[src/design/msm_pkg.sv]
// Shared types, constants and helpers for the motif synchronization matrix.
package msm_pkg;

  localparam int CHANNELS      = 8;
  localparam int MAX_WINDOW    = 64;
  localparam int MAX_LAG       = 16;
  localparam int SAMPLE_BITS   = 16;
  localparam int HISTORY_DEPTH = 128;

  localparam int CH_W     = $clog2(CHANNELS);
  localparam int NCH_W    = 4;
  localparam int WLEN_W   = 7;
  localparam int LAG_W    = 5;
  localparam int CODE_W   = 3;
  localparam int ADDR_W   = $clog2(HISTORY_DEPTH);
  localparam int ROW_W    = CHANNELS * CODE_W;
  localparam int CNT_W    = 7;
  localparam int SEEN_W   = 8;
  localparam int IDX_W    = 32;
  localparam int CFG_AW   = 4;
  localparam int CFG_DW   = 32;
  localparam int IN_DW    = CHANNELS * SAMPLE_BITS;
  localparam int OUT_DW   = 48;

  // register indexes
  localparam logic [1:0] REG_WLEN = 2'd0;
  localparam logic [1:0] REG_LMIN = 2'd1;
  localparam logic [1:0] REG_LMAX = 2'd2;
  localparam logic [1:0] REG_NCH  = 2'd3;

  // motif codes
  localparam logic [CODE_W-1:0] MOTIF_FALL   = 3'd1;
  localparam logic [CODE_W-1:0] MOTIF_VALLEY = 3'd2;
  localparam logic [CODE_W-1:0] MOTIF_PEAK   = 3'd3;
  localparam logic [CODE_W-1:0] MOTIF_RISE   = 3'd4;
  localparam logic [CODE_W-1:0] MOTIF_OTHER  = 3'd5;

  typedef logic signed [SAMPLE_BITS-1:0] sample_t;
  typedef logic [CNT_W-1:0]              cnt_t;
  typedef logic [ADDR_W-1:0]             addr_t;
  typedef logic [ROW_W-1:0]              row_t;
  typedef cnt_t [CHANNELS-1:0][CHANNELS-1:0] pair_cnt_t;

  typedef struct packed {
    logic valid;
    logic first_k;
    logic last_k;
  } lane_ctl_t;

  typedef struct packed {
    logic [WLEN_W-1:0] wlen;
    logic [LAG_W-1:0]  lmin;
    logic [LAG_W-1:0]  lmax;
    logic [NCH_W-1:0]  nch;
  } cfg_t;

  function automatic logic [CODE_W-1:0] motif_code(sample_t a, sample_t b, sample_t c);
    logic [CODE_W-1:0] r;
    if (a > b && b > c)      r = MOTIF_FALL;
    else if (a > b && b < c) r = MOTIF_VALLEY;
    else if (a < b && b > c) r = MOTIF_PEAK;
    else if (a < b && b < c) r = MOTIF_RISE;
    else                     r = MOTIF_OTHER;
    return r;
  endfunction

endpackage

[src/design/msm_hist_ram.sv]
// Motif history memory: one row of codes per time step, one write and two read ports.
module msm_hist_ram (
  input  logic                 clk,
  input  logic                 we,
  input  msm_pkg::addr_t       waddr,
  input  msm_pkg::row_t        wdata,
  input  msm_pkg::addr_t       raddr_p,
  input  msm_pkg::addr_t       raddr_q,
  output msm_pkg::row_t        rdata_p,
  output msm_pkg::row_t        rdata_q
);
  import msm_pkg::*;

  row_t mem [HISTORY_DEPTH];
  row_t rdata_p_r, rdata_q_r;

  always_ff @(posedge clk) begin
    if (we) mem[waddr] <= wdata;
    rdata_p_r <= mem[raddr_p];
    rdata_q_r <= mem[raddr_q];
  end

  assign rdata_p = rdata_p_r;
  assign rdata_q = rdata_q_r;

endmodule

[config.mk]
export PLATFORM = sky130hd
export DESIGN_NAME = msm_hist_ram
export DESIGN_NICKNAME = d
export VERILOG_FILES = /design/src/design/msm_pkg.sv /design/src/design/msm_hist_ram.sv
export SDC_FILE = /design/constraint.sdc
export NUM_CORES = 2
export LEC_CHECK = 0
export BUFFER_PORTS_ARGS = -buffer_cell sky130_fd_sc_hd__buf_2
export CORE_ASPECT_RATIO = 1.4
export CORE_MARGIN = 2
export CORE_UTILIZATION = 50
export DETAILED_ROUTE_END_ITERATION = 10
export HOLD_SLACK_MARGIN = 0.05
export PLACE_DENSITY = 0.7
export SYNTH_ARGS = -nofsm -noshare
export SYNTH_HDL_FRONTEND = slang
export SYNTH_SLANG_ARGS = --single-unit
[constraint.sdc]
create_clock -name clk -period 8.5 [get_ports clk]
set_clock_uncertainty 0.2 [all_clocks]
set_input_delay 1.275 -clock clk [delete_from_list [all_inputs] [get_ports clk]]
set_output_delay 1.275 -clock clk [all_outputs]
set_load 0.05 [all_outputs]
# Word-level counts from Yosys, hierarchy flattened
# Memories as Yosys holds them, arrays and structs flattened. A register that Yosys moved wholly into a read port is not among the register bits.
# Index checks and enable logic that the tools add are counted.
[word_totals]
ramBits = 3072
mem_count = 1
input_bits = 47
ff_bits = 0
latchBits = 0
romBits = 0
[op_classes]
n_eq_ne = 0
reduce_logical = 0
order_cmp = 0
div_mod_pow = 0
addsub = 0
bitwise = 0
multipliers = 0
mux = 2
shift = 0
[memory_table]
columns = ["memory", "words", "width", "rd", "rd_clocked_by_memory_dff", "write_ports", "line_no", "rtl"]
rows = [
  ["mem", 128, 24, 2, 2, 1, "msm_hist_ram.sv:14", "row_t mem [HISTORY_DEPTH];"],
]
[ops]
columns = ["operator", "n"]
rows = [
  ["$mux W1", 2],
]

# Logic depth before layout (Yosys ltp)
[depth]
depth_word = 2
ltp_mapped = 8
depth_no_buf = 4

# Worst setup path before layout
# OpenSTA, ideal clock, no wires.
[synth_timing]
path_type = "input -> register"
start = "in we"
end = "mem mem[98][0] in the netlist's numbering, enable pin"
setup_ns = 0.435
path_stages = 3
path_buffers = 1
path_slack_ns = 4.349
t_required_ns = 7.865
arrival_ns = 3.516
path_cell_list = "clkbuf_1 nand4_1 nor3_1"
[synth_between]
elab_chain_cells = 2
[synth_lines]
columns = ["element", "line_no", "rtl"]
rows = [
  ["start, declared", "msm_hist_ram.sv:4", "input logic we,"],
  ["$mux W1", "msm_hist_ram.sv:18", "if (we) mem[waddr] <= wdata;"],
  ["$mux W1 (not written as such)", "msm_hist_ram.sv:18", ""],
  ["end, declared", "msm_hist_ram.sv:14", ""],
]
# No other way between the ends.

==> impl_metrics.py <==
metrics = {
    "run": {
        "max-cap-violations": 0,
    },
    "sta": {
        "final-hold-violation-count": 0,
        "period_share_pct": 52.5,
        "fmax_mhz": 224,
        "setup-violations-final": 0,
        "maxSlewHeadroom_pct": 9.27,
        "hold-worst-slack_ns": 0.644,
        "rsz_0062_raised_after_global_routing": "no",
        "slew_worst_pin_ns": 1.36,
        "min_period_ns": 4.46,
        "finalWorstSetupSlack_ns": 4.04,
        "finalSetupTns_ns": 0,
        "fin_max_slew_vios": 0,
    },
    "clock_network": {
        "post_cts.resized_instances": 0,
        "clkSlewWorstSetupHoldPaths_ns": 0.06,
        "ctsLongestPathBuffers": 4,
        "worstSkewPairLatency_ns": 0.89,
        "cts.sinks": 3120,
        "clock_tree.htree_level_count": 5,
        "cts_tree": "built",
        "tritoncts_buffers": 291,
        "ctsRootBufferMaster": "sky130_fd_sc_hd__clkbuf_16",
        "cts_hold_buffers": 0,
        "cts_setup_buffers": 0,
    },
    "worst_setup_path": {
        "reg2reg_to": "rdata_q[14]",
        "worstSetupStartpointType": "input port",
        "worstSetupPathType": "in2reg",
        "crit_slowest_cell": "sky130_fd_sc_hd__mux4_2",
        "critPathMaxStageDelay_ns": 0.72,
        "ff_to_ff_path_depth": 4,
        "critPathMaxFanout": 86,
        "reg2reg_start": "mem[87][14]",
        "cp.required_ns": 9.05,
        "worst_setup_path_startpoint": "raddr_q[0]",
        "critical_path.endpoint": "rdata_q[14]",
        "worst_ep_arrival_time_ns": 5.01,
        "cp_cell_sequence": "buf_12 > buf_12 > mux4_2 > mux4_2 > mux4_2 > mux2_2",
        "regToRegSetupSlack_ns": 5.58,
        "cp-end-kind": "register",
        "critical-path-top-cell-by-count": "sky130_fd_sc_hd__mux4_2",
    },
    "grt": {
        "globalRouteTotalUtil_pct": 30.5,
        "maximum_number_of_pins_on_one_net_before_global_route_repair": 126,
        "first_global_vias": 75200,
        "initial_antenna_violation_count": 63,
        "grt_first_pass_wirelength_um": 600000,
        "overflow": 0,
    },
    "detailed_routing": {
        "drc": 0,
        "detailedRoute.firstPassIterationCount": 5,
        "route.detailed.vias_per_inst": 7.39,
        "antenna_left": 0,
        "maxUsedRoutingLayer": "met5",
        "wl_met2_um": 209000,
        "route.detailed.wl_per_inst_um": 43.5,
        "dr_wl_met3_um": 54300,
        "drt_iter0_markers": 12000,
        "totalWireLength_um": 434000,
        "dr_total_vias": 73800,
        "m1WireLength_um": 146000,
    },
    "synth": {
        "syn-mean-instance-area_sq_um": 24.4,
        "ys_ff_latch": 3120,
        "synthesized_area_sq_um": 142000,
        "synth_fp_nets": 5868,
        "synth.distinct_cells": 17,
        "seq_area_frac_synth_pct": 65.7,
        "yosysWarnings": 0,
        "syn_inst": 5821,
    },
    "place": {
        "numPlacedInstances": 9412,
        "pre_cts_slack_ns": 3.25,
        "routability_cong": 0.853,
        "place_hpwl_um": 253000,
        "placement.io_buffers": 94,
    },
    "die": {
        "floorplan_die_area_sq_um": 288000,
        "coreArea_sq_um": 282000,
        "std_cell_rows": 231,
        "chip_width_um": 454,
        "initial_core_util_pct": 50.2,
        "ioPinCount": 95,
        "die_height_um": 634,
    },
    "power_and_ir_drop": {
        "leakagePower_nw": 47.5,
        "power_density_nw_per_um2": 210,
        "worst_ir_drop_vdd_mv": 0.149,
    },
    "layout": {
        "area_delta_synth_final_pct": 11.1,
        "finalNetCount": 6024,
        "final_cells": 9980,
        "finish.utilization_pct": 55.8,
        "ratio_of_cells_with_drive_above_1_in_the_final_layout_pct": 47.2,
        "num-fill-cells": 20000,
    },
    "hold_path": {
        "whs_path_depth": 1,
        "worst_hold_path_type": "in2reg",
    },
    "outcome": {
        "status": "completed",
    },
}
-- cell usage in the layout, fill, tap and decap left out, drive strengths merged --
master,synthesis,final
edfxtp,3072,3072
nand2b,2,2
nand3,12,12
inv,0,12
buf,220,330
clkinv,0,99
nor2b,7,7
clkinvlp,0,7
mux4,2016,2016
nor3,9,9
bufinv,0,18
nor2,122,122
diode,0,52
mux2,48,48
dfxtp,48,48
or3,1,1
nand2,14,14
clkbuf,247,380
nand4,3,3
-- registers in the layout, summed over array words and instances, names as in the netlist --
name     count
mem       3072
rdata_q     24
rdata_p     24
-- worst max-delay path, delay by kind of cell --
kind | cells | cell delay (ns)
buffers and inverters | 2 | 1.04
multiplexers | 4 | 2.22
-- where the power goes --
| part | switching, mW | internal [mW] | leakage [nW] | total (mW) |
|---|---|---|---|---|
| clock network | 5.78 | 7.16 | 4.47 | 12.9 |
| registers | 0.148 | 17.0 | 28.0 | 17.1 |
| logic | 1.80 | 1.19 | 15.0 | 3.00 |
| total | 7.74 | 25.3 | 47.5 | 33.1 |
-- Yosys cell counts --
cell type / instances / area share [%]
sky130_fd_sc_hd__buf_1: 98 / 0.26
sky130_fd_sc_hd__or3_1: 1 / 0.0044
sky130_fd_sc_hd__edfxtp_1: 3072 / 65
sky130_fd_sc_hd__nand2b_1: 2 / 0.0088
sky130_fd_sc_hd__nor3_1: 9 / 0.032
sky130_fd_sc_hd__buf_4: 4 / 0.021
sky130_fd_sc_hd__mux4_2: 2016 / 32
sky130_fd_sc_hd__nand4_1: 3 / 0.013
sky130_fd_sc_hd__dfxtp_1: 48 / 0.68
sky130_fd_sc_hd__nor2_1: 122 / 0.32
sky130_fd_sc_hd__mux2_2: 48 / 0.38
sky130_fd_sc_hd__buf_6: 3 / 0.024
sky130_fd_sc_hd__clkbuf_1: 247 / 0.65
sky130_fd_sc_hd__nor2b_1: 7 / 0.031
sky130_fd_sc_hd__nand3_1: 12 / 0.042
sky130_fd_sc_hd__buf_2: 115 / 0.41
sky130_fd_sc_hd__nand2_1: 14 / 0.037
-- how the worst min path moves through the flow --
stage,endpoint,slack (ns),start
6_report,mem[58][20],0.64,wdata[20]
5_1_grt,mem[62][20],0.64,wdata[20]
4_1_cts,mem[45][20],0.61,wdata[20]
3_5_place_dp,rdata_q[2],0.94,mem[114][2]
3_3_place_gp,rdata_q[2],0.93,mem[118][2]
2_1_floorplan,rdata_p[0],0.89,mem[36][0]
-- cells by family (layout without fill, tap and decap cells) --
| kind of cell | count (synthesis) | in the layout | synth area share [%] |
|---|---|---|---|
| simple gates | 170 | 170 | 0.492 |
| flops | 3120 | 3120 | 65.7 |
| other cells | 0 | 52 | 0 |
| mux | 2064 | 2064 | 32.4 |
| buf+inv | 467 | 846 | 1.36 |
-- cell type report --
| cell class | instances | area [sq um] | area share [%] |
|---|---|---|---|
| sequential | 3120 | 93200 | 59.2 |
| multi-input combinational | 2234 | 47600 | 30.2 |
| clock buffer | 380 | 7950 | 5.05 |
| tap | 3728 | 4660 | 2.96 |
| timing repair buffer | 330 | 2820 | 1.79 |
| clock inverter | 136 | 1180 | 0.746 |
| antenna | 52 | 130 | 0.0826 |
-- through the flow --
step | total power [mW] | cell area [sq um]
5_1_grt | 33.8 | 158000
3_5_place_dp | 20.4 | 148000
6_report | 33.1 | 158000
2_1_floorplan | 19.1 | 142000
4_1_cts | 33.1 | 157000
3_3_place_gp | 20.4 | 148000
-- metal layers --
layer,GRT usage (%),vias to the layer above
met4,15.5,32
met3,7.21,935
met1,40.3,40300
met5,0,-
met2,47.7,5512
li1,-,27000
Power figures use the tool's default switching activity.
