**src/design/msm_pkg.sv**
```systemverilog
// Shared types, constants and helpers for the motif synchronization matrix.
package msm_pkg;

  localparam int CHANNELS      = 8;
  localparam int MAX_WINDOW    = 64;
  localparam int MAX_LAG       = 16;
  localparam int SAMPLE_BITS   = 16;
  localparam int HISTORY_DEPTH = 128;

  localparam int CH_W     = $clog2(CHANNELS);
  localparam int NCH_W    = 4;
  localparam int WLEN_W   = 7;
  localparam int LAG_W    = 5;
  localparam int CODE_W   = 3;
  localparam int ADDR_W   = $clog2(HISTORY_DEPTH);
  localparam int ROW_W    = CHANNELS * CODE_W;
  localparam int CNT_W    = 7;
  localparam int SEEN_W   = 8;
  localparam int IDX_W    = 32;
  localparam int CFG_AW   = 4;
  localparam int CFG_DW   = 32;
  localparam int IN_DW    = CHANNELS * SAMPLE_BITS;
  localparam int OUT_DW   = 48;

  // register indexes
  localparam logic [1:0] REG_WLEN = 2'd0;
  localparam logic [1:0] REG_LMIN = 2'd1;
  localparam logic [1:0] REG_LMAX = 2'd2;
  localparam logic [1:0] REG_NCH  = 2'd3;

  // motif codes
  localparam logic [CODE_W-1:0] MOTIF_FALL   = 3'd1;
  localparam logic [CODE_W-1:0] MOTIF_VALLEY = 3'd2;
  localparam logic [CODE_W-1:0] MOTIF_PEAK   = 3'd3;
  localparam logic [CODE_W-1:0] MOTIF_RISE   = 3'd4;
  localparam logic [CODE_W-1:0] MOTIF_OTHER  = 3'd5;

  typedef logic signed [SAMPLE_BITS-1:0] sample_t;
  typedef logic [CNT_W-1:0]              cnt_t;
  typedef logic [ADDR_W-1:0]             addr_t;
  typedef logic [ROW_W-1:0]              row_t;
  typedef cnt_t [CHANNELS-1:0][CHANNELS-1:0] pair_cnt_t;

  typedef struct packed {
    logic valid;
    logic first_k;
    logic last_k;
  } lane_ctl_t;

  typedef struct packed {
    logic [WLEN_W-1:0] wlen;
    logic [LAG_W-1:0]  lmin;
    logic [LAG_W-1:0]  lmax;
    logic [NCH_W-1:0]  nch;
  } cfg_t;

  function automatic logic [CODE_W-1:0] motif_code(sample_t a, sample_t b, sample_t c);
    logic [CODE_W-1:0] r;
    if (a > b && b > c)      r = MOTIF_FALL;
    else if (a > b && b < c) r = MOTIF_VALLEY;
    else if (a < b && b > c) r = MOTIF_PEAK;
    else if (a < b && b < c) r = MOTIF_RISE;
    else                     r = MOTIF_OTHER;
    return r;
  endfunction

endpackage

```
**src/design/msm_pair_lanes.sv**
```systemverilog
// One lane per channel pair: match counters both ways and running best per pair.
module msm_pair_lanes (
  input  logic                 clk,
  input  logic                 clear_best,
  input  msm_pkg::lane_ctl_t   ctl,
  input  msm_pkg::row_t        row_p,
  input  msm_pkg::row_t        row_q,
  output msm_pkg::pair_cnt_t   best
);
  import msm_pkg::*;

  genvar gi, gj;
  generate
    for (gi = 0; gi < CHANNELS; gi++) begin : g_i
      for (gj = 0; gj < CHANNELS; gj++) begin : g_j
        if (gi < gj) begin : g_lane
          cnt_t xy_r, yx_r, best_r;
          cnt_t xy_nxt, yx_nxt, best_nxt;
          logic eq_xy, eq_yx;

          assign eq_xy = row_p[gi*CODE_W +: CODE_W] == row_q[gj*CODE_W +: CODE_W];
          assign eq_yx = row_p[gj*CODE_W +: CODE_W] == row_q[gi*CODE_W +: CODE_W];

          always_comb begin
            xy_nxt   = (ctl.first_k ? '0 : xy_r) + cnt_t'(eq_xy);
            yx_nxt   = (ctl.first_k ? '0 : yx_r) + cnt_t'(eq_yx);
            best_nxt = best_r;
            if (ctl.last_k) begin
              if (xy_nxt > best_nxt) best_nxt = xy_nxt;
              if (yx_nxt > best_nxt) best_nxt = yx_nxt;
            end
          end

          always_ff @(posedge clk) begin
            if (clear_best) begin
              best_r <= '0;
            end else if (ctl.valid) begin
              xy_r   <= xy_nxt;
              yx_r   <= yx_nxt;
              best_r <= best_nxt;
            end
          end

          assign best[gi][gj] = best_r;
        end else begin : g_none
          assign best[gi][gj] = '0;
        end
      end
    end
  endgenerate

endmodule

```
**config.mk**
```make
export PLATFORM = sky130hd
export DESIGN_NAME = msm_pair_lanes
export DESIGN_NICKNAME = d
export VERILOG_FILES = /design/src/design/msm_pkg.sv /design/src/design/msm_pair_lanes.sv
export SDC_FILE = /design/constraint.sdc
export NUM_CORES = 2
export LEC_CHECK = 0
export ABC_AREA = 1
export BUFFER_PORTS_ARGS = -buffer_cell sky130_fd_sc_hd__buf_2
export CORE_MARGIN = 2
export CORE_UTILIZATION = 38
export DETAILED_ROUTE_END_ITERATION = 12
export PLACE_DENSITY = 0.58
export SYNTH_ARGS = -nofsm -noshare
export SYNTH_HDL_FRONTEND = slang
export SYNTH_SLANG_ARGS = --single-unit
```
**constraint.sdc**
```tcl
create_clock -name clk -period 26.7 [get_ports clk]
set_clock_uncertainty 0.1 [all_clocks]
set_input_delay 2.67 -clock clk [delete_from_list [all_inputs] [get_ports clk]]
set_output_delay 2.67 -clock clk [all_outputs]
set_load 0.05 [all_outputs]
```
======== Word level (Yosys, flattened, before mapping) ========
Cells that the tools add are included.
storage, ports and cells
  logic and storage cells ................. 395
  input port bits ......................... 53
  bits in registers ....................... 588
cells by class
  reductions and logical operators ........ 2
  order comparisons ....................... 56
  multiplexer cells ....................... 140
  bitwise logic cells ..................... 1
  add/sub/neg operators ................... 56
  equality and inequality tests ........... 56
operators with widths
  cell               number
  $mux W7            140
  $add A7 B1 Y7      56
  $gt A7 B7 Y1       56
  $eq A3 B3 Y1       56
  $reduce_and A2 Y1  2
  $not A1 Y1         1

======== Logic depth before layout (Yosys ltp) ========
  word-level depth ........................ 7
  mapped depth ............................ 32

======== Worst setup path before layout ========
OpenSTA, ideal clock, no wires.
  path kind ............................... input -> register
  from .................................... in clear_best
  to ...................................... reg g_i[0].g_j[1].g_lane.xy_r[0], enable pin
  arrival time ............................ 19.292 ns
  setup slack ............................. 6.142 ns
  buffers on the path ..................... 2
  stages on the path ...................... 3
  library setup time ...................... 1.166 ns
  cells stage by stage .................... clkbuf_1 -> clkbuf_1 -> nor2_1
on the way
  word-level cells in the longest chain between the ends .. 2
ends and longest elaborated chain
  item                                line                  text
  from (decl)                         msm_pair_lanes.sv:4   input logic clear_best,
  $not A1 Y1 (no source line)         --
  $reduce_and A2 Y1 (no source line)  --
  to (signal assigned)                msm_pair_lanes.sv:38  xy_r <= xy_nxt;
  to (decl)                           msm_pair_lanes.sv:17  cnt_t xy_r, yx_r, best_r;
No other way between the ends.
A chain may end at the register's enable or synchronous reset.

======== Final worst setup path ========
  from .................................... in ctl[1] in the netlist's numbering
  to ...................................... reg g_i[1].g_j[5].g_lane.best_r[5]
on the way
  word-level cells in the longest chain between the ends .. 7
ends and longest elaborated chain
  item                                      line                  text
  from (decl)                               msm_pair_lanes.sv:5   input msm_pkg::lane_ctl_t ctl,
  $mux W7 *                                 msm_pair_lanes.sv:25  xy_nxt = (ctl.first_k ? '0 : xy_r) + cnt_t'(eq_xy);
  $add A7 B1 Y7 *                           msm_pair_lanes.sv:25
  named net g_i[1].g_j[5].g_lane.xy_nxt[6]  msm_pair_lanes.sv:18  cnt_t xy_nxt, yx_nxt, best_nxt;
  $gt A7 B7 Y1                              msm_pair_lanes.sv:29  if (xy_nxt > best_nxt) best_nxt = xy_nxt;
  $mux W7 *                                 msm_pair_lanes.sv:29
  $mux W7 *                                 msm_pair_lanes.sv:28  if (ctl.last_k) begin
  $gt A7 B7 Y1                              msm_pair_lanes.sv:30  if (yx_nxt > best_nxt) best_nxt = yx_nxt;
  $mux W7 *                                 msm_pair_lanes.sv:30
  to (signal assigned)                      msm_pair_lanes.sv:40  best_r <= best_nxt;
  to (decl)                                 msm_pair_lanes.sv:17
Mark *: on every way through the listed nets, which the timed path passes. The rest lies on a longest branch. The select of a mux whose other input is x is not followed.

==> results.toml <==
[routing]
vias = 40590
wl_mm = 126.8
wire_per_inst_um = 14.86
firstDrtPassIters = 5
detail_route.iter0.violations = 2604
ant_nets = 0
via_per_inst = 4.756
drcViolationCount = 0

[global_routing]
grt_max_degree = 157
grt_pass1_wl_mm = 200.0
grt_usage_pct = 19.13
antenna_found_initial = 40
grt_pass1_vias = 37290
overflow = 0

[floorplan]
num_rows = 130
core_area_sq_mm = 0.1256
start_util_pct = 38.23
die_y_um = 359.4
fp.dieW_um = 359.4
dieArea_sq_mm = 0.1292
pin_count = 501

[power_and_ir_drop]
power.density_mw_per_mm2 = 61.16
ir_worst_vdd_uv = 44.29
p_leak_nw = 26.33

[yosys]
synth_area_leaders = "edfxtp_1 (25%), nand2_1 (15%), ha_1 (13%)"
ys_warn_count = 0
synthArstFlopShare_pct = 0
syn_inst = 6624
synth_area_leader_cell = "edfxtp_1"
synth_cell_types = 33
synth_top_area_share_pct = 24.52
ys_seq_area_share_pct = 32.69
synth_common_cells = "nand2_1 (1863), inv_1 (989), nand3_1 (623), ha_1 (507), nor2_1 (412)"
synth-edff-count = 392
netlist_area_sq_mm = 0.04801
ys_ff_latch = 588
synthFlopType = "edfxtp_1"
syn_avg_cell_area_sq_um = 7.247
yosysMostFrequentCell = "nand2_1"

[sta]
fin_crit_sh_pct = 29.61
tns_ns = 0
worstMarginPinSlew_ns = 1.291
min_period_ns = 7.907
relSlewSlack_pct = 13.26
setup_viol = 0
fmax_ghz = 0.1265
grt_setup_unrepaired = "no"
maxSlewViolCount = 0
final-hold-violation-count = 0

[placement]
routabilityCongestion = 0.8501
port_buffers = 248
hpwl_mm = 95.47
place_inst = 8377

[cts]
numCtsBuffers = 76
clock_path_buffers = 3
hold_buffers = 0
root_buffer = "clkbuf_16"
htree_levels = 3
cts.sinks = 588
cts_setup_buffers = 0
clk_pin_slew_ns = 0.06
cts.repair.resized = 0
cts_tree = "done"
clk_latency_ns = 0.64

[setup_path]
cp-end-kind = "flip-flop"
cp_max_fo = 117
cp_data_arrival_time_ns = 8.30
critPathKind = "in -> reg"
required_ns = 27.09
start_kind = "primary input"

[finish]
drive_above_1_share_pct = 6.304
instances_no_fill = 8534
syn2layout_area_growth_pct = 9.114
fill_cells = 13000
layout.nets = 7365

[run]
cap_violations = 0

[run_status]
outcome = "completed"

[min_path]
hold_class = "reg -> reg"
[cell families after synthesis]
family	share of synthesized area, %
xor+xnor	5.400
buf+inv	13.29
simple gates	30.06
flops	32.69
compound gates	5.340
fa+ha+maj	13.21
other cells	0.007811
[path summary, 6_finish.rpt]
path	to	from	slack [ns]	cells past startpoint
worst max-delay path	g_i[1].g_j[5].g_lane.best_r[5]$_SDFFE_PP0P_	ctl[1]	18.79	28
worst max register to register	g_i[5].g_j[7].g_lane.best_r[5]$_SDFFE_PP0P_	g_i[5].g_j[7].g_lane.xy_r[0]$_DFFE_PP_	22.25	25
worst min register to register	g_i[0].g_j[5].g_lane.best_r[4]$_SDFFE_PP0P_	g_i[0].g_j[5].g_lane.best_r[4]$_SDFFE_PP0P_	0.40	2
worst min-delay path	g_i[0].g_j[5].g_lane.best_r[4]$_SDFFE_PP0P_	g_i[0].g_j[5].g_lane.best_r[4]$_SDFFE_PP0P_	0.40	2
[per-stage QoR]
stage / power (mW) / utilization (%) / area [sq um] / hold WS (ns) / setup WS (ns)
4_1_cts: 3.246 / 41.69 / 52350 / 0.4005 / 18.84
6_report: 3.204 / 41.72 / 52380 / 0.3956 / 18.79
5_1_grt: 3.426 / 41.70 / 52370 / 0.4165 / 18.05
3_5_place_dp: 2.175 / 39.68 / 49830 / 0.3911 / 18.15
3_3_place_gp: 2.159 / 39.68 / 49830 / 0.3865 / 18.22
2_1_floorplan: 1.982 / - / 48950 / 0.5004 / 6.142
[critical path, cell delays in order]
cell	delay [ns]
buf_6	0.24
clkinv_8	0.39
buf_4	0.58
buf_4	0.63
nand2_1	0.19
inv_1	0.10
ha_1	0.20
nand3_1	0.13
nor2_1	0.11
nand2_1	0.07
and2_1	0.17
ha_1	0.29
nand2_1	0.07
nor2_1	0.16
nand3_1	0.22
nand2_1	0.28
nand2_1	0.10
and2_1	0.17
ha_1	0.26
nand2_1	0.06
nor2_1	0.14
nand2_1	0.07
nand2_1	0.21
nand2_1	0.24
nor2_1	0.14
nor2_1	0.05
nand2_1	0.10
a21oi_1	0.05
[sequential cells by signal, summed over array words and instances (netlist names)]
name / count
g_i.g_j.g_lane.best_r: 196
g_i.g_j.g_lane.xy_r: 196
g_i.g_j.g_lane.yx_r: 196
[layout make-up]
type	count	area, sq um	area share, %
multi-input combinational	4878	26890	51.33
tap	1650	2064	3.941
timing repair buffer	269	1436	2.742
sequential	588	15700	29.96
inverter	992	3741	7.142
antenna	15	37.54	0.07166
clock buffer	101	2118	4.044
clock inverter	41	400.4	0.7643
[where the power goes]
group          switching (mW)  internal (mW)
sequential             0.0522           1.04
combinational           0.746          0.318
clock                   0.423          0.626
[placed cells by master (no fill, tap or decap), types with 2 or more instances in the layout]
cell	count
bufinv_16	7
nand3_2	2
and2_1	194
nor2_1	411
inv_2	2
clkinv_8	2
xnor2_1	56
ha_1	507
nand2_1	1862
conb_1	252
o21ai_1	26
a21oi_1	340
diode_2	15
edfxtp_1	392
buf_12	2
buf_6	2
clkinv_2	11
buf_4	19
clkbuf_8	8
a21o_1	42
nor2_4	3
clkinvlp_4	3
o21bai_1	9
inv_1	988
nor3_1	59
clkbuf_1	15
buf_2	246
xor2_1	240
inv_6	6
nor2_2	39
o21ai_0	64
clkinv_1	14
nand3_1	623
nand3b_1	60
clkbuf_16	78
nand4_1	83
dfxtp_1	196
o22ai_1	2
[routing by layer]
layer / wire [um] / share of wire, % / GRT usage, % / vias to the layer above
li1: - / - / - / 21160
met1: 59560 / 47 / 25.78 / 18380
met2: 55400 / 44 / 30.52 / 826
met3: 8226 / 6.5 / 4.494 / 182
met4: 3357 / 2.6 / 5.347 / 36
met5: 229 / 0.18 / 0 / -
No activity file was read; power rests on OpenSTA's default activity.
