File: config.mk
export PLATFORM = sky130hd
export DESIGN_NAME = msm_cfg
export DESIGN_NICKNAME = d
export VERILOG_FILES = /design/src/design/msm_pkg.sv /design/src/design/msm_cfg.sv
export SDC_FILE = /design/constraint.sdc
export NUM_CORES = 1
export LEC_CHECK = 0
export BUFFER_PORTS_ARGS = -buffer_cell sky130_fd_sc_hd__buf_2
export CAP_MARGIN = 0
export CORE_AREA = 2 2 59 61
export DETAILED_ROUTE_END_ITERATION = 10
export DIE_AREA = 0 0 61 63
export PLACE_DENSITY = 0.77
export SLEW_MARGIN = 15
export SYNTH_ARGS = -nofsm -noshare
export SYNTH_HDL_FRONTEND = slang
export SYNTH_SLANG_ARGS = --single-unit
File: constraint.sdc
create_clock -name clk -period 1.1 [get_ports clk]
set_clock_uncertainty 0.1 [all_clocks]
set_input_delay 0.11 -clock clk [delete_from_list [all_inputs] [get_ports clk]]
set_output_delay 0.11 -clock clk [all_outputs]
set_load 0.02 [all_outputs]
File: src/design/msm_pkg.sv
// Shared types, constants and helpers for the motif synchronization matrix.
package msm_pkg;

  localparam int CHANNELS      = 8;
  localparam int MAX_WINDOW    = 64;
  localparam int MAX_LAG       = 16;
  localparam int SAMPLE_BITS   = 16;
  localparam int HISTORY_DEPTH = 128;

  localparam int CH_W     = $clog2(CHANNELS);
  localparam int NCH_W    = 4;
  localparam int WLEN_W   = 7;
  localparam int LAG_W    = 5;
  localparam int CODE_W   = 3;
  localparam int ADDR_W   = $clog2(HISTORY_DEPTH);
  localparam int ROW_W    = CHANNELS * CODE_W;
  localparam int CNT_W    = 7;
  localparam int SEEN_W   = 8;
  localparam int IDX_W    = 32;
  localparam int CFG_AW   = 4;
  localparam int CFG_DW   = 32;
  localparam int IN_DW    = CHANNELS * SAMPLE_BITS;
  localparam int OUT_DW   = 48;

  // register indexes
  localparam logic [1:0] REG_WLEN = 2'd0;
  localparam logic [1:0] REG_LMIN = 2'd1;
  localparam logic [1:0] REG_LMAX = 2'd2;
  localparam logic [1:0] REG_NCH  = 2'd3;

  // motif codes
  localparam logic [CODE_W-1:0] MOTIF_FALL   = 3'd1;
  localparam logic [CODE_W-1:0] MOTIF_VALLEY = 3'd2;
  localparam logic [CODE_W-1:0] MOTIF_PEAK   = 3'd3;
  localparam logic [CODE_W-1:0] MOTIF_RISE   = 3'd4;
  localparam logic [CODE_W-1:0] MOTIF_OTHER  = 3'd5;

  typedef logic signed [SAMPLE_BITS-1:0] sample_t;
  typedef logic [CNT_W-1:0]              cnt_t;
  typedef logic [ADDR_W-1:0]             addr_t;
  typedef logic [ROW_W-1:0]              row_t;
  typedef cnt_t [CHANNELS-1:0][CHANNELS-1:0] pair_cnt_t;

  typedef struct packed {
    logic valid;
    logic first_k;
    logic last_k;
  } lane_ctl_t;

  typedef struct packed {
    logic [WLEN_W-1:0] wlen;
    logic [LAG_W-1:0]  lmin;
    logic [LAG_W-1:0]  lmax;
    logic [NCH_W-1:0]  nch;
  } cfg_t;

  function automatic logic [CODE_W-1:0] motif_code(sample_t a, sample_t b, sample_t c);
    logic [CODE_W-1:0] r;
    if (a > b && b > c)      r = MOTIF_FALL;
    else if (a > b && b < c) r = MOTIF_VALLEY;
    else if (a < b && b > c) r = MOTIF_PEAK;
    else if (a < b && b < c) r = MOTIF_RISE;
    else                     r = MOTIF_OTHER;
    return r;
  endfunction

endpackage

File: src/design/msm_cfg.sv
// APB-style register block holding the four settings.
module msm_cfg (
  input  logic                          clk,
  input  logic                          rst_n,
  input  logic                          cfg_psel,
  input  logic                          cfg_penable,
  input  logic                          cfg_pwrite,
  input  logic [msm_pkg::CFG_AW-1:0]    cfg_paddr,
  input  logic [msm_pkg::CFG_DW-1:0]    cfg_pwdata,
  output logic [msm_pkg::CFG_DW-1:0]    cfg_prdata,
  output logic                          cfg_pready,
  output msm_pkg::cfg_t                 cfg
);
  import msm_pkg::*;

  cfg_t       cfg_r, cfg_nxt;
  logic       wr;
  logic [1:0] idx;

  assign cfg_pready = 1'b1;
  assign wr  = cfg_psel & cfg_penable & cfg_pwrite;
  assign idx = cfg_paddr[3:2];
  assign cfg = cfg_r;

  always_comb begin
    cfg_nxt = cfg_r;
    if (wr) begin
      case (idx)
        REG_WLEN: cfg_nxt.wlen = cfg_pwdata[WLEN_W-1:0];
        REG_LMIN: cfg_nxt.lmin = cfg_pwdata[LAG_W-1:0];
        REG_LMAX: cfg_nxt.lmax = cfg_pwdata[LAG_W-1:0];
        REG_NCH:  cfg_nxt.nch  = cfg_pwdata[NCH_W-1:0];
        default:  cfg_nxt = cfg_r;
      endcase
    end
  end

  always_comb begin
    case (idx)
      REG_WLEN: cfg_prdata = {{(CFG_DW-WLEN_W){1'b0}}, cfg_r.wlen};
      REG_LMIN: cfg_prdata = {{(CFG_DW-LAG_W){1'b0}}, cfg_r.lmin};
      REG_LMAX: cfg_prdata = {{(CFG_DW-LAG_W){1'b0}}, cfg_r.lmax};
      REG_NCH:  cfg_prdata = {{(CFG_DW-NCH_W){1'b0}}, cfg_r.nch};
      default:  cfg_prdata = '0;
    endcase
  end

  always_ff @(posedge clk) begin
    if (!rst_n) begin
      cfg_r.wlen <= WLEN_W'(16);
      cfg_r.lmin <= '0;
      cfg_r.lmax <= LAG_W'(4);
      cfg_r.nch  <= NCH_W'(8);
    end else begin
      cfg_r <= cfg_nxt;
    end
  end

endmodule

# Word level (Yosys, flattened, before mapping)

Cells that the tools add are included.

Input port bits: 41
Flip-flop bits (word level): 21

Reduce and logical (&&, ||, !) cells: 5
Equality and inequality tests: 3
Mux-type cells: 1
Bitwise gates (word level): 2

Operators by type and width:

| cell               | count |
|---|---|
| $pmux 32 s4        | 1 |
| $reduce_and 2->1   | 4 |
| $eq 2x2->1 const B | 2 |
| $and 1x1->1        | 2 |
| $eq 2x1->1 const B | 1 |
| $logic_not 2->1    | 1 |

# Logic depth before layout (Yosys ltp)

Gate-level depths: netlist (run 1).

Depth after elaboration: 3
Depth in mapped cells: 4
Mapped depth without buffers: 3

# Least setup slack after synthesis (run 1)

No wires, ideal clock.

Path type: register -> output
From: reg cfg_r (netlist bit cfg[0])
To: out cfg_prdata[0] (netlist bit)
Arrival: 919 ps
Slack: -29 ps
Path buffers: 0
Cell stages (with the launch flop): 2
Cell sequence: dfxtp_1 mux4_2

Word-level cells in the longest chain between the ends: 1

RTL lines:

| item                     | line          | RTL |
|---|---|---|
| start: declaration       | msm_cfg.sv:16 | `cfg_t cfg_r, cfg_nxt;` |
| start signal: assignment | msm_cfg.sv:55 | `cfg_r <= cfg_nxt;` |
| $pmux 32 s4              | msm_cfg.sv:39 | `case (idx)` |
| end: declaration         | msm_cfg.sv:10 | `output logic [msm_pkg::CFG_DW-1:0] cfg_prdata,` |

No other way between the ends. The select of a mux whose other input is x is not followed.

# Worst setup path in the final report (run 1)

From: reg cfg_r (netlist bit cfg[2])
To: out cfg_prdata[2] (netlist bit)

The elaborated chain is that of the path after synthesis.

==> results of run 1 <==
## cell type report
type / instances / area, um^2
clock buffer: 4 / 26.28
fill: 305 / 1380
inverter: 3 / 11.26
multi-input combinational: 94 / 621.8
sequential: 21 / 446.7
tap: 46 / 57.56
timing repair buffer: 74 / 688.2
## worst max-delay path: cells and delay by family, from the launching register on
family / cells / cell delay, ns
flip-flops: 1 / 0.34
buffers and inverters: 1 / 0.15
multiplexers: 1 / 0.49
## path summary, 6_finish.rpt
kind | end | slack, ns
worst min register to register | cfg[19] | 0.36
worst min-delay path | cfg[2] | 0.005
worst max-delay path | cfg_prdata[2] | -0.40
worst max register to register | cfg[18] | 0.20
## stage by stage
stage               cell area [um^2]  power (mW)  TNS (ns)
global placement                1536       1.085   -0.6413
finish                          1852       1.504    -1.813
CTS                             1821       1.506    -1.739
detailed placement              1536       1.086   -0.6761
floorplan                       1296       1.057         0
global route                    1852       1.570    -2.371
## power groups by stage
stage / clock [mW] / sequential [mW] / combinational (mW)
detailed placement: 0 / 0.795 / 0.291
global route: 0.428 / 0.781 / 0.361
finish: 0.387 / 0.780 / 0.337
global placement: 0 / 0.795 / 0.290
floorplan: 0 / 0.810 / 0.247
CTS: 0.395 / 0.779 / 0.331
## layout by cell type, fill, tap and decap left out
cell,instances
clkbuf_1,1
o211ai_1,2
nand4b_1,1
and2_4,2
mux4_2,4
nand4_1,4
clkbuf_4,3
dlygate4sd3_1,4
buf_4,12
and3_1,1
nor3_4,1
nor3_2,1
nand3_1,3
o21ai_1,3
nand2_1,24
inv_1,3
conb_1,26
buf_6,38
buf_12,2
o21ai_0,1
buf_2,18
nor2_4,2
nand3_2,1
nand3b_1,1
mux2i_1,17
dfxtp_2,21
## routing by layer
metal  global-route usage (%)  up-vias
met4                    4.076        0
met1                    19.10      489
met5                        0        -
met2                    25.00       47
met3                    2.692        5
li1                         -      515
## cells by family after synthesis
| kind of cell | count (synthesis) |
|---|---|
| simple gates | 41 |
| flops | 21 |
| compound gates | 6 |
| buf+inv | 35 |
| mux | 21 |
| other cells | 2 |
## what timing repair did
action                     4_1_cts  5_1_grt
hold endpoints to repair         6        0
hold buffers                     4        0
pin swaps                        1        1
setup buffers                    4        6
gates resized for setup         65        6
setup endpoints to repair       21       24
==> summary.txt, run 1 <==
CTS
  – CTS sink count: 21
  – TritonCTS buffer count: 3
  – CTS tree: done
  – Clk slew on worst S/H paths: 0.12 ns
  – Clock Tree Root: clkbuf_4
  – H-tree Lvls: 1
  – Clock Path Buffers: 2
  – Worst-skew pair later-pin latency: 0.31 ns

Worst setup path
  – Arr. time, crit path: 1.29 ns
  – Slowest cell delay on critical path: 0.49 ns
  – Worst r2r src: cfg[18]
  – CP required: 0.89 ns
  – Critical Path Start Type: register
  – CP startpoint: cfg[2]
  – CP endpoint kind: output pin
  – Crit Path Max Fanout: 2
  – Crit Path Category: register to output pin
  – R2R depth: 4
  – Critical path, cell by cell: mux4_2 > buf_6
  – Slowest-stage cell, CP: mux4_2

Floorplan
  – Core Rows: 21
  – Core Footprint: 3232 um^2
  – DIE AREA: 3843 um^2
  – Chip height: 63 um
  – Initial Util: 36.70%
  – Die width: 61 um
  – Io pins: 95

Outcome
  – Violated checks: negative setup slack
  – Status: finished, violations left

Logic synthesis
  – Largest family of logic cells by synthesized area: multiplexers
  – Main synth FF type: dfxtp_1
  – Synth top area share: 35.44%
  – Top cell type by total area after synthesis: dfxtp_1
  – Adder-cell share of the synthesized area: 0%
  – Post-synth EDFFs: 0
  – Simple-gate share of the synthesized area: 18.88%
  – Post-synthesis compound-gate area fraction: 2.954%
  – FF+latch count, synth: 21
  – Post-synthesis xor/xnor area fraction: 0%
  – Most frequent cell after synthesis: buf_4
  – Synth cell types: 22
  – Cell area after synthesis: 1186 um^2
  – Syn Area/Cell: 9.414 um^2
  – Sequential share of the synthesized area: 35.44%
  – Async SR Flop Fraction: 0%
  – Commonest cells post-synth: buf_4 (28), nand2_1 (24), dfxtp_1 (21)
  – Warnings from Yosys: 0
  – Synth area leaders: dfxtp_1 (35%), buf_4 (18%), mux2i_1 (14%), mux4_2 (7.6%), nand2_1 (7.6%)
  – Post-Synthesis Cells: 126
  – Post-synthesis mux area share: 21.94%

Drt
  – DRC: 0
  – Final ANT Viol Nets: 0
  – Met1 wire length: 1166 um
  – Drt wl/cell: 11.71 um
  – Vias per cell: 4.364
  – Drt pass-1 iters: 4
  – Via count: 1056
  – Routed length on met3: 220 um
  – Detailed Route WL: 2834 um
  – Metal2 WL: 1414 um
  – Uppermost layer routed: met4
  – Drt initial violations: 30

Power
  – Flop pwr share: 51.8%
  – Max VDD drop: 0.4303 mV
  – Clock network fraction of total power: 25.8%
  – Pint: 1.046 mW
  – Net Sw Power: 457.9 uW
  – Leak: 0.8859 nW
  – Pwr/cell area: 812.0 nW/um^2
  – Sw Share: 30.45%
  – Combinational power share: 22.4%

Job
  – Max cap viols: 0

Timing
  – Hold slack: 0.005320 ns
  – PnR worst setup slack: -0.3989 ns
  – Period minus WS final: 1.499 ns
  – Final setup violation count: 10
  – Max Slew Vio Count: 0
  – Hold Violations, Final: 0
  – Final Cycle Share: 136.3%
  – RSZ-0062 raised after global routing: true
  – Fmax: 667.1 MHz

Cells and area
  – # diodes: 0
  – Layout cells sized above 1: 53.57%
  – Core Util, Final: 57.30%
  – Max reg flops: 21
  – Cell Count, Final, Fillers Out: 242
  – Nets@finish: 238
  – Area growth syn-to-layout: 56.12%

Place
  – Routability Congestion: 0.7307
  – PortBufs: 41
  – Detailed placement HPWL: 2007 um
  – Placed cell count: 229
  – Placement Setup Slack: -0.08955 ns

GRT
  – Antenna violations before repair: 0
  – First-pass GRT wire length: 4312 um
  – GRT overflow: 0
  – GR Util All Layers: 14.89%
  – Vias in the first global route: 962
  – Largest net degree at the start of global routing: 29

Worst hold path
  – Hold crit path type: primary input to register
  – Min-Delay Path Depth: 3
  – Hold Startpoint: cfg_pwdata[2]
No activity file was read; power rests on OpenSTA's default activity.
==> run 2, diff against run 1 <==
==> config.mk (replaced) <==
export PLATFORM = sky130hd
export DESIGN_NAME = msm_cfg
export DESIGN_NICKNAME = d
export VERILOG_FILES = /design/src/design/msm_pkg.sv /design/src/design/msm_cfg.sv
export SDC_FILE = /design/constraint.sdc
export NUM_CORES = 1
export LEC_CHECK = 0
export CAP_MARGIN = 0
export CORE_AREA = 2 2 52 54
export DETAILED_ROUTE_END_ITERATION = 10
export DIE_AREA = 0 0 54 56
export DONT_BUFFER_PORTS = 1
export SLEW_MARGIN = 15
export SYNTH_ARGS = -nofsm -noshare
export SYNTH_HDL_FRONTEND = slang
export SYNTH_SLANG_ARGS = --single-unit
==> run 2 against run 1 <==
Effect of this change: the flow finishes with violations (negative hold slack, negative setup slack); die area down 21%; total power down 11%; register-to-register slack is essentially flat; design area is 28% lower; wire length decreased by 13%; fmax up 7.3%; critical endpoint is now cfg_prdata[1]; highest routed layer unchanged.
==> summary.txt, run 2 (same netlist as run 1, synthesis figures left out) <==
Drt
  – Drt initial violations: 5 (-83%)
  – Via count: 855 (-19%)
  – Drt pass-1 iters: 4 (unchanged)
  – Detailed Route WL: 2466 um (-13%)
  – Vias per cell: 4.831 (+11%)
  – Final ANT Viol Nets: 0 (unchanged)
  – DRC: 0 (unchanged)
  – Drt wl/cell: 13.93 um (+19%)

Worst setup path
  – CP required: 0.89 ns (about the same)
  – Slowest-stage cell, CP: mux4_2
  – Top delay family on crit path: multiplexers
  – Critical path, cell by cell: mux4_2
  – Slowest cell delay on critical path: 0.54 ns (+0.05 ns)
  – CP bufs+invs: 0 (-1)
  – CP endpoint kind: output pin
  – Crit Path Category: register to output pin
  – Critical Path Start Type: register
  – Crit Path Max Fanout: 2 (unchanged)
  – Arr. time, crit path: 1.19 ns (-0.10 ns)
  – R2R Setup Slk: 0.21 ns (about the same)

Cells and area
  – Max reg flops: 21 (unchanged)
  – Area growth syn-to-layout: 12.98%
  – Commonest non-fill, non-tap cell in the layout: conb_1
  – Cell Count, Final, Fillers Out: 177 (-27%)
  – Core Util, Final: 55.09% (-2.2 points)
  – Filler cells: 243 (-20%)
  – # diodes: 0 (unchanged)
  – Nets@finish: 189 (-21%)
  – Commonest non-fill, non-tap cells in the layout: conb_1 (26), nand2_1 (24), buf_4 (22)
  – Layout cells sized above 1: 39.46% (-14 points)

Outcome
  – Violated checks: negative hold slack, negative setup slack
  – Status: finished, violations left

CTS
  – Clock Path Buffers: 2 (unchanged)
  – CTS tree: done
  – Clk slew on worst S/H paths: 0.12 ns (about the same)
  – TritonCTS buffer count: 3 (unchanged)
  – Hold_buf cts: 1 (-3)
  – H-tree Lvls: 1 (unchanged)
  – CTS sink count: 21 (unchanged)
  – Clock Tree Root: clkbuf_4
  – Worst-skew pair later-pin latency: 0.29 ns (-0.02 ns)

Timing
  – Hold Violations, Final: 21 (+21)
  – Final Cycle Share: 127.0% (-9.3 points)
  – PnR worst setup slack: -0.2967 ns (+0.1022 ns)
  – Hold slack: -0.2255 ns (-0.2308 ns)
  – Fmax: 716.0 MHz (+7.3%)
  – Max Slew Vio Count: 0 (unchanged)
  – Final setup violation count: 5 (-5)
  – RSZ-0062 raised after global routing: true
  – Sum of negative setup slack: -1.256 ns (+0.5573 ns)
  – Period minus WS final: 1.397 ns (-0.1022 ns)

Worst hold path
  – Hold crit path type: primary input to register

GRT
  – Largest net degree at the start of global routing: 29 (unchanged)
  – GRT overflow: 0 (unchanged)
  – GRT Max-Usage Layer: met2
  – First-pass GRT wire length: 3698 um (-14%)
  – Met1 usage in global routing: 21.62% (+2.5 points)
  – Met3 Usage GRT: 5.376% (+2.7 points)
  – Vias in the first global route: 819 (-15%)
  – GR Util All Layers: 16.83% (+1.9 points)
  – Antenna violations before repair: 0 (unchanged)
  – M2 GR Usage: 25.78% (+0.78 points)

Place
  – Detailed placement HPWL: 1876 um (-6.6%)
  – Routability Congestion: 0.7011 (-4.1%)
  – Placed cell count: 171 (-25%)
  – PortBufs: 0 (-100%)

Floorplan
  – Core Footprint: 2432 um^2 (-25%)
  – Chip height: 56 um (-11%)
  – Initial Util: 48.77% (+12 points)
  – Core Rows: 18 (-14%)
  – Die width: 54 um (-11%)
  – Io pins: 95 (unchanged)
  – DIE AREA: 3024 um^2 (-21%)

Power
  – Pwr/cell area: 1003 nW/um^2 (+24%)
  – Max VDD drop: 0.8061 mV (+87%)
  – Total power: 1.345 mW (-11%)
  – Leak: 0.6131 nW (-31%)

Job
  – Max cap viols: 0 (unchanged)
run 2: cell count changes in the layout (fill, tap and decap cells not counted), sizes merged:
| cell | previous run | this run |
|---|---|---|
| dlygate4sd3 | 4 | 1 |
| clkbuf | 4 | 3 |
| buf | 70 | 24 |
| clkinv | 0 | 1 |
run 2: power by group:
group          switching (mW)  internal (mW)  total, mW  leakage, nW
Clock                   0.231          0.136      0.367       0.0177
Combinational           0.145         0.0554      0.200        0.419
Sequential            0.00553          0.772      0.778        0.176
Total                   0.382          0.963       1.34        0.613
run 2: final cells by class:
class	instances	area, um^2	share of cell area [%]
Sequential cell	21	444.2	33.15
Timing Repair Buffer	25	197.7	14.75
Clock inverter	1	5.005	0.3735
Tap cell	30	37.54	2.801
Clock buffer	3	22.52	1.681
Inverter	3	11.26	0.8403
Multi-Input combinational cell	94	621.8	46.41
run 2: worst paths after layout:
kind,start,endpoint,cells after the start
worst min register to register,cfg[19],cfg[19],2
worst max-delay path,cfg[1],cfg_prdata[1],1
worst max register to register,cfg[0],cfg[0],4
worst min-delay path,rst_n,cfg[3],1
run 2: what timing repair did:
item	4_1_cts	5_1_grt
endpoints found under the hold margin	21	21
endpoints found under the setup margin	7	8
cloned	0	0
resized for setup	5	4
buffers inserted	1	0
run 2: metrics by stage:
stage	hold slack [ns]	area, um^2	setup WS [ns]
after global routing	-0.2402	1340	-0.3376
after CTS	-0.2388	1333	-0.3180
final	-0.2255	1340	-0.2967
after floorplan	0.1532	1296	0.006901
after global placement	0.09025	1279	0.05213
after detailed placement	0.09401	1279	0.04577
run 2: routing by layer:
metal  vias to the layer above  part of all wire, %
met4                         0                 0.49
met3                         2                   11
met1                       394                   39
met2                        42                   50
li1                        417                    -
met5                         -                    0
